**config.mk**
```make
export PLATFORM = sky130hd
export DESIGN_NAME = battery_low_voltage_alarm
export DESIGN_NICKNAME = d
export VERILOG_FILES = /design/src/hw/rtl/bla_pkg.sv /design/src/hw/rtl/bla_mul.sv /design/src/hw/rtl/bla_tick.sv /design/src/hw/rtl/battery_low_voltage_alarm.sv
export SDC_FILE = /design/constraint.sdc
export NUM_CORES = 1
export LEC_CHECK = 0
export ABC_AREA = 1
export BUFFER_PORTS_ARGS = -buffer_cell sky130_fd_sc_hd__buf_2
export CORE_ASPECT_RATIO = 0.8
export CORE_MARGIN = 10
export CORE_UTILIZATION = 45
export DETAILED_ROUTE_END_ITERATION = 8
export HOLD_SLACK_MARGIN = 0.02
export MAX_ROUTING_LAYER = met4
export PLACE_DENSITY = 0.69
export SYNTH_ARGS = -nofsm -noshare
export SYNTH_HDL_FRONTEND = slang
export SYNTH_SLANG_ARGS = --single-unit
```
**constraint.sdc**
```tcl
create_clock -name clk -period 15.4 [get_ports clk]
set_input_delay 0.77 -clock clk [delete_from_list [all_inputs] [get_ports clk]]
set_output_delay 0.77 -clock clk [all_outputs]
set_load 0.03 [all_outputs]
```
**src/hw/rtl/bla_pkg.sv**
```systemverilog
// ----------------------------------------------------------------------------
// bla_pkg: shared types and constants of the battery low voltage alarm
// Payload structs, register indexes, sequencer states and fixed-point constants.
// ----------------------------------------------------------------------------
`default_nettype none

package bla_pkg;

  localparam int MEASURE_DIVIDE_DEF = 20;
  localparam int STARTUP_TICKS_DEF  = 500;

  localparam int CFG_IDX_W  = 8;
  localparam int CFG_DATA_W = 16;

  localparam logic [CFG_IDX_W-1:0] CFG_ALARM_THRESHOLD = 8'd0;
  localparam logic [CFG_IDX_W-1:0] CFG_VOLTAGE_SCALE   = 8'd1;

  localparam logic [15:0] THRESHOLD_RST = 16'd10240;
  localparam logic [15:0] SCALE_RST     = 16'd45056;

  // Operand width of the shared multiplier and the reciprocal of five.
  // floor(n * RECIP5 / 2^21) equals floor(n / 5) for every n below 699050.
  localparam int          MUL_W      = 19;
  localparam int          PROD_W     = 2 * MUL_W;
  localparam int          RECIP_SHIFT = 21;
  localparam logic [MUL_W-1:0] RECIP5 = 19'd419431;

  localparam logic [17:0] BATT_OFFSET_Q10 = 18'd338;
  localparam logic [15:0] BATT_LOW_Q10    = 16'd7168;
  localparam logic [16:0] HYST_Q10        = 17'd205;
  // 2 (rounding) + 327680 (keeps the dividend positive) - 4464 (279 degrees).
  localparam logic [20:0] TEMP_BIAS       = 21'd323218;
  localparam logic [4:0]  ALARM_FULL      = 5'd20;

  typedef struct packed {
    logic [15:0] battery_pin;
    logic [15:0] temp_pin;
  } in_t;

  typedef struct packed {
    logic               measured;
    logic [15:0]        battery_volts;
    logic signed [15:0] chip_temp;
    logic               beeper;
  } out_t;

  typedef enum logic [2:0] {
    ST_IDLE,
    ST_BDIV,
    ST_TDIV,
    ST_ALARM,
    ST_EMIT
  } state_t;

endpackage

`default_nettype wire

```
**src/hw/rtl/bla_mul.sv**
```systemverilog
// ----------------------------------------------------------------------------
// bla_mul: shared multiplier
// Unsigned multiplier with a registered product, reused for the battery scale
// and for both divide-by-five steps of the filters.
// ----------------------------------------------------------------------------
`default_nettype none

module bla_mul (
  input  wire logic                        clk,
  input  wire logic [bla_pkg::MUL_W-1:0]  op_a,
  input  wire logic [bla_pkg::MUL_W-1:0]  op_b,
  output logic      [bla_pkg::PROD_W-1:0] prod_r
);

  always_ff @(posedge clk) begin
    prod_r <= bla_pkg::PROD_W'(op_a) * bla_pkg::PROD_W'(op_b);
  end

endmodule

`default_nettype wire

```
**src/hw/rtl/bla_tick.sv**
```systemverilog
// ----------------------------------------------------------------------------
// bla_tick: tick prescaler and startup counter
// Divides the ticks and flags the ticks that take a measurement.
// ----------------------------------------------------------------------------
`default_nettype none

module bla_tick #(
  parameter int MEASURE_DIVIDE = bla_pkg::MEASURE_DIVIDE_DEF,
  parameter int STARTUP_TICKS  = bla_pkg::STARTUP_TICKS_DEF
) (
  input  wire logic clk,
  input  wire logic rst_n,
  input  wire logic advance,
  output logic      measure
);

  localparam int PW = $clog2(MEASURE_DIVIDE + 1);
  localparam int SW = $clog2(STARTUP_TICKS + 2);

  logic [PW-1:0] prescale_r, prescale_nxt, prescale_inc;
  logic [SW-1:0] startup_r, startup_nxt;
  logic          wrap;

  always_comb begin
    prescale_inc = prescale_r + PW'(1);
    wrap         = (prescale_inc >= PW'(MEASURE_DIVIDE));
    if (startup_r < SW'(STARTUP_TICKS + 1)) begin
      startup_nxt = startup_r + SW'(1);
    end else begin
      startup_nxt = startup_r;
    end
    prescale_nxt = wrap ? '0 : prescale_inc;
    measure      = wrap && (startup_nxt > SW'(STARTUP_TICKS));
  end

  always_ff @(posedge clk) begin
    if (!rst_n) begin
      prescale_r <= '0;
      startup_r  <= '0;
    end else if (advance) begin
      prescale_r <= prescale_nxt;
      startup_r  <= startup_nxt;
    end
  end

endmodule

`default_nettype wire

```
**src/hw/rtl/battery_low_voltage_alarm.sv**
```systemverilog
// ----------------------------------------------------------------------------
// battery_low_voltage_alarm: filtered battery and temperature with alarm
// Every item is one tick; measurement ticks filter both pins and run the
// low battery alarm that toggles the beeper.
//
//   channel | ports                        | dir | payload
//   in      | in_valid in_ready in_data    | in  | bla_pkg::in_t
//   out     | out_valid out_ready out_data | out | bla_pkg::out_t
//   cfg     | cfg_valid cfg_ready cfg_*    | in  | register index and data
//
// A measurement tick makes three passes through the one shared multiplier
// (scale, then two reciprocal divisions by five) before the alarm update.
// The result sits in an output register; a new item is taken while it waits.
// Reset is synchronous and restores all registers but the payload registers;
// cfg_ready is always high.
// ----------------------------------------------------------------------------
`default_nettype none

module battery_low_voltage_alarm #(
  parameter int MEASURE_DIVIDE = bla_pkg::MEASURE_DIVIDE_DEF,
  parameter int STARTUP_TICKS  = bla_pkg::STARTUP_TICKS_DEF
) (
  input  wire logic                            clk,
  input  wire logic                            rst_n,
  input  wire logic                            in_valid,
  output logic                                 in_ready,
  input  wire bla_pkg::in_t                    in_data,
  output logic                                 out_valid,
  input  wire logic                            out_ready,
  output bla_pkg::out_t                        out_data,
  input  wire logic                            cfg_valid,
  output logic                                 cfg_ready,
  input  wire logic [bla_pkg::CFG_IDX_W-1:0]   cfg_index,
  input  wire logic [bla_pkg::CFG_DATA_W-1:0]  cfg_data
);

  bla_pkg::state_t state_r, state_nxt;

  logic [15:0] thr_r, scale_r;
  logic [15:0] tpin_r;
  logic [15:0] fb_r, fb_nxt;
  logic [15:0] ft_r, ft_nxt;
  logic [4:0]  cnt_r, cnt_nxt, cnt_inc;
  logic        beep_r, beep_nxt;
  logic        meas_r;
  logic        out_valid_r, out_valid_nxt;
  bla_pkg::out_t out_data_r;

  logic accept, measure, emit;
  logic [bla_pkg::MUL_W-1:0]  op_a, op_b;
  logic [bla_pkg::PROD_W-1:0] prod_r;

  logic [32:0] prod_round;
  logic [17:0] bsample_raw;
  logic [15:0] bsample;
  logic [18:0] bnum;
  logic [20:0] t25;
  logic [14:0] t6;
  logic [20:0] tnum;
  logic [15:0] quot;
  logic [16:0] clear_level;

  assign accept    = in_valid && in_ready;
  assign in_ready  = (state_r == bla_pkg::ST_IDLE);
  assign cfg_ready = 1'b1;
  assign out_valid = out_valid_r;
  assign out_data  = out_data_r;

  bla_tick #(
    .MEASURE_DIVIDE (MEASURE_DIVIDE),
    .STARTUP_TICKS  (STARTUP_TICKS)
  ) u_tick (
    .clk     (clk),
    .rst_n   (rst_n),
    .advance (accept),
    .measure (measure)
  );

  bla_mul u_mul (
    .clk    (clk),
    .op_a   (op_a),
    .op_b   (op_b),
    .prod_r (prod_r)
  );

  // Sample arithmetic feeding the multiplier, its quotient and the alarm levels.
  always_comb begin
    prod_round  = {1'b0, prod_r[31:0]} + 33'd32768;
    bsample_raw = {1'b0, prod_round[32:16]} + bla_pkg::BATT_OFFSET_Q10;
    bsample     = (bsample_raw > 18'd65535) ? 16'hFFFF : bsample_raw[15:0];
    bnum        = {1'b0, fb_r, 2'b00} + {3'b000, bsample} + 19'd2;
    t25         = {1'b0, tpin_r, 4'b0000} + {2'b00, tpin_r, 3'b000}
                + {5'b00000, tpin_r} + 21'd32;
    t6          = t25[20:6];
    tnum        = {{3{ft_r[15]}}, ft_r, 2'b00} + {6'b000000, t6} + bla_pkg::TEMP_BIAS;
    quot        = prod_r[bla_pkg::RECIP_SHIFT+15:bla_pkg::RECIP_SHIFT];
    clear_level = {1'b0, thr_r} + bla_pkg::HYST_Q10;
    cnt_inc     = (cnt_r < bla_pkg::ALARM_FULL) ? cnt_r + 5'd1 : cnt_r;
  end

  // Sequencer: operand select, next state and state updates.
  always_comb begin
    state_nxt     = state_r;
    fb_nxt        = fb_r;
    ft_nxt        = ft_r;
    cnt_nxt       = cnt_r;
    beep_nxt      = beep_r;
    out_valid_nxt = out_valid_r;
    emit          = 1'b0;
    op_a          = '0;
    op_b          = '0;
    if (out_valid_r && out_ready) begin
      out_valid_nxt = 1'b0;
    end
    unique case (state_r)
      bla_pkg::ST_IDLE: begin
        op_a = {3'b000, in_data.battery_pin};
        op_b = {3'b000, scale_r};
        if (accept) begin
          state_nxt = measure ? bla_pkg::ST_BDIV : bla_pkg::ST_EMIT;
        end
      end
      bla_pkg::ST_BDIV: begin
        op_a      = bnum;
        op_b      = bla_pkg::RECIP5;
        state_nxt = bla_pkg::ST_TDIV;
      end
      bla_pkg::ST_TDIV: begin
        op_a      = tnum[18:0];
        op_b      = bla_pkg::RECIP5;
        fb_nxt    = quot;
        state_nxt = bla_pkg::ST_ALARM;
      end
      bla_pkg::ST_ALARM: begin
        ft_nxt = quot;
        if ((fb_r > bla_pkg::BATT_LOW_Q10) && (fb_r < thr_r)) begin
          cnt_nxt = cnt_inc;
          if (cnt_inc >= bla_pkg::ALARM_FULL) begin
            beep_nxt = ~beep_r;
          end
        end else if ({1'b0, fb_r} > clear_level) begin
          cnt_nxt  = '0;
          beep_nxt = 1'b0;
        end
        state_nxt = bla_pkg::ST_EMIT;
      end
      bla_pkg::ST_EMIT: begin
        if (!out_valid_r || out_ready) begin
          emit          = 1'b1;
          out_valid_nxt = 1'b1;
          state_nxt     = bla_pkg::ST_IDLE;
        end
      end
      default: begin
        state_nxt = bla_pkg::ST_IDLE;
      end
    endcase
  end

  always_ff @(posedge clk) begin
    if (!rst_n) begin
      state_r     <= bla_pkg::ST_IDLE;
      thr_r       <= bla_pkg::THRESHOLD_RST;
      scale_r     <= bla_pkg::SCALE_RST;
      fb_r        <= '0;
      ft_r        <= '0;
      cnt_r       <= '0;
      beep_r      <= 1'b0;
      meas_r      <= 1'b0;
      out_valid_r <= 1'b0;
    end else begin
      state_r     <= state_nxt;
      fb_r        <= fb_nxt;
      ft_r        <= ft_nxt;
      cnt_r       <= cnt_nxt;
      beep_r      <= beep_nxt;
      out_valid_r <= out_valid_nxt;
      if (accept) begin
        meas_r <= measure;
      end
      if (cfg_valid && cfg_ready) begin
        if (cfg_index == bla_pkg::CFG_ALARM_THRESHOLD) begin
          thr_r <= cfg_data;
        end else if (cfg_index == bla_pkg::CFG_VOLTAGE_SCALE) begin
          scale_r <= cfg_data;
        end
      end
    end
  end

  // Payload registers.
  always_ff @(posedge clk) begin
    if (accept) begin
      tpin_r <= in_data.temp_pin;
    end
    if (emit) begin
      out_data_r.measured      <= meas_r;
      out_data_r.battery_volts <= fb_r;
      out_data_r.chip_temp     <= ft_r;
      out_data_r.beeper        <= beep_r;
    end
  end

endmodule

`default_nettype wire

```
==> impl_metrics.json <==
{
  "crit_arrival_ns": 11.62,
  "tritoncts": "yes",
  "yosysTopAreaCell": "fa_1",
  "grt_pass1_wl_um": 104000,
  "preCtsSetupSlack_ns": 4.21,
  "worstPathMaxFanout": 16,
  "final-setup-viol-count": 0,
  "drt-total-wl_um": 64100,
  "final_area_um2": 23300,
  "hold_buffers": 0,
  "hold_viol": 0,
  "async_reset_ff_share_pct": 0,
  "post_cts_resized": 0,
  "max_freq_mhz": 88.6,
  "status": "completed",
  "cts_buffer_depth": 2,
  "grt_pass1_vias": 18981,
  "drv_slew": 0,
  "ant_nets": 0,
  "startpoint_type": "flop",
  "synth_edf_count": 50,
  "max_slew_margin_pct": 8.83,
  "root_buffer": "clkbuf_16",
  "synth_cell_types": 58,
  "drt_iter0_markers": 1579,
  "critical_path.max_stage_delay_ns": 0.60,
  "crit_slowest_cell": "nand3_1",
  "setup_ws_ns": 4.11,
  "area_growth_syn_to_layout_pct": 8.24,
  "n_antenna_cell": 0,
  "dp_hpwl_um": 54000,
  "synth_seq_cells": 161,
  "row_count": 71,
  "whs_endpoint": "out_data[33]",
  "cts_buffers": 17,
  "ios": 98,
  "grt.overflow.total": 0,
  "critPathKind": "reg -> reg",
  "vias": 18319,
  "design.die.area_um2": 57000,
  "min_path_cells": 0,
  "nFillCells": 4621,
  "clock_latency_ns": 0.46,
  "r2r-end": "u_mul.prod_r[32]",
  "ys_warn_count": 0,
  "routabilityCongestion": 0.966,
  "cts-htree-levels": 4,
  "core_um2": 47100,
  "fin_crit_sh_pct": 73.3,
  "avgSynthCellArea_um2": 7.88,
  "synth_cells": 2727,
  "start_util_pct": 45.7,
  "path_clk_slew_ns": 0.07,
  "antenna_found_initial": 0,
  "synth.area.top_cells": "fa_1 (26%), ha_1 (14%), inv_1 (11%)",
  "fin_nets": 3409,
  "peakVddDrop_mv": 0.119,
  "synth_sequential_area_ratio_pct": 17.3,
  "min_from": "meas_r",
  "drc_errors": 0,
  "worst_hold_path_type": "reg -> reg",
  "leakagePower_uw": 0.0123,
  "critPathRequiredTime_ns": 15.74,
  "wl_per_cell_um": 18.6,
  "synth_top_cell_area_share_pct": 26.3,
  "drt-vias-per-instance": 5.31,
  "cts.sink_count": 161,
  "finalPower_uw": 2360,
  "gr-usage-all-layers_pct": 23.4,
  "placed_area_um2": 22700,
  "grt_max_degree": 74,
  "crit_top_cell": "fa_1",
  "postCtsSetupBuffers": 0,
  "fp.dieH_um": 215,
  "setup_tns_ns": 0,
  "finalClockSkew_ns": 0.0143,
  "numPortBuffers": 96,
  "setup.worst_path.end_class": "flop",
  "reg2reg_from": "tpin_r[4]",
  "final.min_clock_period_ns": 11.29,
  "r2r_setup_slack_ns": 4.11,
  "r2r_cells": 47,
  "synth_flop_cell": "dfxtp_1",
  "drv_cap": 0,
  "powerDensity_nw_per_um2": 102,
  "first_pass_iters": 6,
  "netlist_area_um2": 21500,
  "rsz0062_at_grt": "no",
  "worst_slew_pin_slew_ns": 1.36,
  "fp.dieW_um": 264,
  "drive_gt1_share_pct": 6.99
}
[worst max-delay path by stage]
stage          startpoint               end  slack [ns]  cells after the start
2_1_floorplan   tpin_r[4]  u_mul.prod_r[33]        5.54                     53
6_report        tpin_r[4]  u_mul.prod_r[32]        4.11                     47
3_5_place_dp    tpin_r[4]  u_mul.prod_r[32]        4.21                     47
3_3_place_gp    tpin_r[4]  u_mul.prod_r[36]        4.40                     49
4_1_cts         tpin_r[4]  u_mul.prod_r[31]        4.13                     48
5_1_grt         tpin_r[4]  u_mul.prod_r[34]        3.17                     50
[registers in the layout (all words and copies together) (netlist names)]
name,count
scale_r,16
state_r,3
u_mul.prod_r,22
tpin_r,16
meas_r,1
out_data,34
fb_r,16
cnt_r,5
ft_r,16
u_tick.prescale_r,5
u_tick.startup_r,9
thr_r,16
out_valid,1
beep_r,1
[cell families after synthesis]
group / Yosys count / synth area share [%]
and+or+nand+nor: 889 / 17.1
buffers and inverters: 677 / 11.9
adders and majority gates: 528 / 40.6
AOI/OAI and AO/OA: 406 / 10.5
DFF: 161 / 17.3
xor gates and xnor gates: 64 / 2.61
other: 2 / 0.0349
[worst max-delay path: cells and delay by family, from the launching register on]
family / cells / cell delay, ns
AOI/OAI and AO/OA: 14 / 2.67
xor gates and xnor gates: 2 / 0.31
and+or+nand+nor: 13 / 2.15
adders and majority gates: 12 / 5.20
buffers and inverters: 6 / 0.36
DFF: 1 / 0.47
[cells in the mapped netlist, types with 3 or more instances]
cell / n
xnor2_1: 20
nor2_2: 7
a21oi_2: 5
clkinv_1: 5
a211oi_1: 5
xor2_1: 44
or2_2: 7
dfxtp_1: 111
inv_2: 4
nand4_1: 18
a21o_1: 7
buf_2: 3
a31oi_1: 18
nor3_1: 24
o21a_1: 7
nand2_2: 18
nor2_1: 230
nand3_1: 63
o21ai_0: 134
edfxtp_1: 50
o21bai_1: 11
nor4_1: 8
ha_1: 246
buf_1: 3
clkbuf_1: 49
nand2_1: 501
o21ai_1: 3
fa_1: 282
inv_1: 610
o21ai_2: 3
a21oi_1: 190
o211ai_1: 8
[per-stage QoR]
stage | util, % | hold slack, ns | instances
after floorplan | - | 0.403 | 2747
after global placement | 48.3 | 0.410 | 3421
after detailed placement | 48.3 | 0.421 | 3421
after CTS | 49.4 | 0.438 | 3453
after global routing | 49.4 | 0.451 | 3453
final | 49.4 | 0.436 | 3453
[final cells by class]
| class | instances | area, um^2 | area share, % |
|---|---|---|---|
| multi-input combinational | 1909 | 15300 | 65.8 |
| tap | 620 | 776 | 3.33 |
| timing repair buffer | 112 | 601 | 2.58 |
| clock buffer | 18 | 429 | 1.84 |
| inverter | 619 | 2320 | 9.99 |
| sequential | 161 | 3720 | 16.0 |
| clock inverter | 14 | 105 | 0.452 |
[metal layers]
layer  global-route usage [%]  share of wire [%]  routed length [um]  vias to the layer above
met1                     32.8                 47               30300                     8981
met2                     34.8                 44               27900                      642
met3                     4.05                7.8                4970                       57
met4                     4.87                1.4                 886                        0
li1                         -                  -                   -                     8639
met5                        -                  0                   0                        -
[power breakdown]
| part | switching, uW | leakage [uW] | total [uW] | internal, uW |
|---|---|---|---|---|
| clock network | 191 | 0.000262 | 400 | 208 |
| registers | 49.9 | 0.00139 | 533 | 484 |
| logic | 940 | 0.0107 | 1430 | 492 |
[placed cells by master (no fill, tap or decap), drive strengths merged, types with 3 or more instances in the layout]
cell type | synthesis | routed
a31oi | 19 | 19
conb | 2 | 22
nor4 | 8 | 8
or2 | 8 | 8
o211ai | 8 | 8
dfxtp | 111 | 111
a21oi | 195 | 195
clkinv | 5 | 12
buf | 9 | 112
o21ai | 140 | 140
edfxtp | 50 | 50
clkbuf | 49 | 18
nand4 | 19 | 19
nand2 | 519 | 519
xor2 | 44 | 44
o2111ai | 3 | 3
inv | 614 | 620
a211oi | 5 | 5
nor2 | 238 | 238
nor3 | 26 | 26
o21a | 7 | 7
nand3 | 65 | 65
ha | 246 | 246
xnor2 | 20 | 20
a21o | 7 | 7
fa | 282 | 282
o21bai | 11 | 11
(Power assumes the default switching activity.)
